--- src/rtl/psp_pkg.sv ---
// Package of the sum pool block: defaults, widths, codes and shared types.
package psp_pkg;

   // Default capacity of the block
   localparam int DEF_MAX_WINDOW   = 8;
   localparam int DEF_MAX_WIDTH    = 64;
   localparam int DEF_MAX_CHANNELS = 16;
   localparam int DEF_MAX_HEIGHT   = 4096;

   // Divider operand width (padded height minus window)
   localparam int DIV_W   = 14;
   localparam int DIV_CW  = 4;

   // Register indexes
   typedef enum logic [2:0] {
      CSR_WINDOW  = 3'd0,
      CSR_PAD     = 3'd1,
      CSR_STEP    = 3'd2,
      CSR_CHANNEL = 3'd3,
      CSR_HEIGHT  = 3'd4,
      CSR_WIDTH   = 3'd5
   } csr_index_type;

   // Sequencer states
   typedef enum logic [2:0] {
      ST_IDLE,
      ST_DIVR,
      ST_DIVC,
      ST_SETUP,
      ST_SUM,
      ST_DRAIN,
      ST_EMIT
   } state_type;

   // Request to the divider
   typedef struct packed {
      logic             start;
      logic [DIV_W-1:0] numer;
      logic [3:0]       denom;
   } div_req_type;

endpackage

--- src/rtl/psp_div.sv ---
// Restoring divider, one quotient bit per cycle, for the output count.
module psp_div (
   input  logic                      clock,
   input  logic                      reset,
   input  psp_pkg::div_req_type      req,
   output logic                      done,
   output logic [psp_pkg::DIV_W-1:0] quot
);
   import psp_pkg::*;

   logic              busy_ff, busy_in;
   logic              done_ff, done_in;
   logic [DIV_CW-1:0] cnt_ff, cnt_in;
   logic [3:0]        rem_ff, rem_in;
   logic [DIV_W-1:0]  quo_ff, quo_in;
   logic [3:0]        den_ff, den_in;
   logic [4:0]        shifted;
   logic              fits;

   // One shift-subtract step per cycle
   always_comb begin
      shifted = {rem_ff, quo_ff[DIV_W-1]};
      fits    = shifted >= {1'b0, den_ff};
      busy_in = busy_ff;
      done_in = 1'b0;
      cnt_in  = cnt_ff;
      rem_in  = rem_ff;
      quo_in  = quo_ff;
      den_in  = den_ff;
      if (req.start) begin
         busy_in = 1'b1;
         cnt_in  = DIV_CW'(DIV_W - 1);
         rem_in  = 4'd0;
         quo_in  = req.numer;
         den_in  = req.denom;
      end else if (busy_ff) begin
         rem_in = fits ? 4'(shifted - {1'b0, den_ff}) : shifted[3:0];
         quo_in = {quo_ff[DIV_W-2:0], fits};
         cnt_in = cnt_ff - DIV_CW'(1);
         if (cnt_ff == '0) begin
            busy_in = 1'b0;
            done_in = 1'b1;
         end
      end
   end

   always_ff @(posedge clock) begin
      if (reset) begin
         busy_ff <= 1'b0;
         done_ff <= 1'b0;
      end else begin
         busy_ff <= busy_in;
         done_ff <= done_in;
      end
      cnt_ff <= cnt_in;
      rem_ff <= rem_in;
      quo_ff <= quo_in;
      den_ff <= den_in;
   end

   assign done = done_ff;
   assign quot = quo_ff;
endmodule

--- config.mk ---
export PLATFORM = sky130hd
export DESIGN_NAME = psp_div
export DESIGN_NICKNAME = d
export VERILOG_FILES = /design/src/rtl/psp_pkg.sv /design/src/rtl/psp_div.sv
export SDC_FILE = /design/constraint.sdc
export NUM_CORES = 1
export LEC_CHECK = 0
export BUFFER_PORTS_ARGS = -buffer_cell sky130_fd_sc_hd__buf_2
export CAP_MARGIN = 5
export CORE_MARGIN = 2
export CORE_UTILIZATION = 55
export DETAILED_ROUTE_END_ITERATION = 7
export PLACE_DENSITY = 0.9
export SLEW_MARGIN = 20
export SYNTH_ARGS = -nofsm -noshare
export SYNTH_HDL_FRONTEND = slang
export SYNTH_SLANG_ARGS = --single-unit
export TNS_END_PERCENT = 10
--- constraint.sdc ---
create_clock -name clock -period 5.3 [get_ports clock]
set_input_delay 0.795 -clock clock [delete_from_list [all_inputs] [get_ports clock]]
set_output_delay 0.795 -clock clock [all_outputs]
set_load 0.01 [all_outputs]
==> impl_metrics.env <==
export IMPL_fp_dieH_um=52.9
export IMPL_synthSimpleGateAreaFrac=0.106
export IMPL_cts_buffers=3
export IMPL_clock_latency_ns=0.31
export IMPL_via_per_inst=5.30
export IMPL_rsz0062_at_grt="no"
export IMPL_clock_sinks=28
export IMPL_synth_compound_area_frac=0.0895
export IMPL_drive_gt1_frac=0.419
export IMPL_final_cells=164
export IMPL_synth_avg_cell_area_um2=12.9
export IMPL_drt_wl_total_um=2380
export IMPL_p_clk_frac=0.187
export IMPL_slew_headroom=0.640
export IMPL_grt_max_degree=31
export IMPL_root_buffer="clkbuf_4"
export IMPL_diodes=0
export IMPL_grt_total_usage=0.190
export IMPL_fill_cells=153
export IMPL_yosysWarnings=0
export IMPL_antenna_left=0
export IMPL_fin_nets=164
export IMPL_synth_cell_types=31
export IMPL_rows=17
export IMPL_slew_viol_final=0
export IMPL_p_leak_nw=0.660
export IMPL_syn_area_um2=1310
export IMPL_antenna_found_initial=0
export IMPL_initial_utilization=0.588
export IMPL_postCtsSetupRepairBufs=0
export IMPL_yosysSeqAreaShare=0.564
export IMPL_ys_ff_latch=28
export IMPL_hold_buffers=0
export IMPL_crit_fanout=5
export IMPL_place_area_um2=1500
export IMPL_drcViolationCount=0
export IMPL_fmax_mhz=519
export IMPL_gp_congestion=0.772
export IMPL_final_common_cell="buf_2"
export IMPL_power_switching_share=0.264
export IMPL_irDropWorstVdd_uv=241
export IMPL_final_hold_viol_count=0
export IMPL_p_sw_w=0.000120
export IMPL_synth_mux_area_frac=0.120
export IMPL_synthAdderAreaFrac=0.0629
export IMPL_powerDensity_nw_per_um2=296
export IMPL_fin_area_um2=1530
export IMPL_clockBufferDepth=2
export IMPL_syn_nets=129
export IMPL_worst_slew_pin_slew_ns=0.540
export IMPL_multi_input_area_um2=523
export IMPL_min_delay_path_class="flop to flop"
export IMPL_synthXorXnorAreaFrac=0.0200
export IMPL_pwr_share_seq=0.601
export IMPL_vias=869
export IMPL_finalSetupTns_ns=0
export IMPL_h_tree_depth=1
export IMPL_final_cell_mix="35 x buf_2, 18 x edfxtp_1, 14 x mux2_2, 10 x dfxtp_1, 8 x inv_1"
export IMPL_fin_crit_sh=0.364
export IMPL_grt_pass1_wl_um=3760
export IMPL_status="finished, final reports clean"
export IMPL_pwr_share_comb=0.211
export IMPL_maxCapViolCount=0
export IMPL_p_total_w=0.000452
export IMPL_first_pass_iters=4
export IMPL_core_um2=2230
export IMPL_critPathLaunchType="flop"
export IMPL_min_period_ns=1.93
export IMPL_dp_cells=160
export IMPL_skew_ns=0.00397
export IMPL_io_buffer_count=35
export IMPL_overflow=0
export IMPL_place_detailed_hpwl_um=1800
export IMPL_seqCellArea_um2=741
export IMPL_clk_pin_slew_worst_paths_ns=0.14
export IMPL_area_growth_pct=16.5
export IMPL_crit_type="flop to flop"
export IMPL_finalSetupViolations=0
export IMPL_io_pins=36
export IMPL_cp_end_kind="flop"
export IMPL_intPower_w=0.000333
export IMPL_first_global_vias=826
export IMPL_drt_initial_drc_count=22
export IMPL_cts_tree="done"
export IMPL_dieArea_um2=2800
export IMPL_wl_per_cell_um=14.5
export IMPL_cts_resized_gates=0
export IMPL_required_ns=5.38
export IMPL_synthCells=102
export IMPL_cp_arrival_ns=2.01
export IMPL_synth_top_family_by_area="multiplexers"
export IMPL_whs_ns=0.501
export IMPL_die_w_um=52.9
[power by group through the flow]
stage	Clock [W]	Sequential, W	Combinational (W)
2_1_floorplan	0	0.000278	0.0000612
3_3_place_gp	0	0.000275	0.0000907
3_5_place_dp	0	0.000276	0.0000964
4_1_cts	0.0000861	0.000272	0.0000966
5_1_grt	0.0000956	0.000275	0.000106
6_report	0.0000848	0.000272	0.0000957
[critical path, stage by stage, from the launching register on]
cell	delay [ns]
edfxtp_1	0.46
inv_1	0.09
ha_1	0.23
nor2b_1	0.16
o221a_4	0.26
or2_4	0.25
mux2_2	0.26
[state kept, by name (all words and copies together) (netlist names)]
register	cells
busy_ff	1
cnt_ff	4
den_ff	4
done	1
quot	14
rem_ff	4
[per-stage QoR]
step	setup WS [ns]	utilization
after detailed placement	3.28	0.673
after CTS	3.37	0.685
after global routing	3.30	0.685
after floorplan	3.42	-
after global placement	3.31	0.673
final	3.37	0.685
[kinds of logic after synthesis]
group,after synthesis
muxes,14
adders and majority gates,6
DFF,28
xor gates and xnor gates,3
buffers and inverters,13
AOI/OAI and AO/OA,15
and+or+nand+nor,23
[Yosys cell counts]
cell,number,area [um^2]
edfxtp_1,18,541
mux2_2,14,158
dfxtp_1,10,200
inv_1,8,30.0
ha_1,5,62.6
nor2_1,5,18.8
clkbuf_1,4,15.0
nand2_1,3,11.3
nor4b_1,3,26.3
o21bai_1,3,22.5
a21oi_1,2,10.0
a311oi_1,2,17.5
nand2b_1,2,12.5
nor2b_1,2,12.5
nor3b_1,2,15.0
o21ai_0,2,10.0
o22ai_1,2,12.5
xnor2_1,2,17.5
a211oi_1,1,7.51
a21o_2,1,8.76
and3_1,1,6.26
buf_2,1,5.00
fa_1,1,20.0
nand4_1,1,6.26
o221a_4,1,20.0
o311ai_1,1,8.76
or2_1,1,6.26
or2_2,1,6.26
or2_4,1,8.76
or3b_2,1,8.76
xor2_1,1,8.76
[worst paths after layout]
check	from	endpoint	slack (ns)	depth (start not counted)
worst max-delay path	den_ff[1]	quot[0]	3.37	6
worst min register to register	rem_ff[3]	rem_ff[3]	0.50	2
worst min-delay path	rem_ff[3]	rem_ff[3]	0.50	2
worst max register to register	den_ff[1]	quot[0]	3.37	6
[area by class of cell]
cell class	count	area share
inverters	8	0.0196
multi-input cells	61	0.342
flip-flops and latches	28	0.484
clock inverters	1	0.00245
clock buffers	3	0.0147
well taps	28	0.0229
repair buffers	35	0.114
[per-layer routing]
layer / vias up / part of all wire / routed length, um / track usage
li1: 440 / - / - / -
met3: 2 / 0.032 / 77 / 0.0339
met4: 0 / 0.0072 / 17 / 0.0598
met1: 407 / 0.44 / 1050 / 0.239
met2: 20 / 0.52 / 1230 / 0.333
met5: - / 0 / 0 / 0
Power figures use the tool's default switching activity.
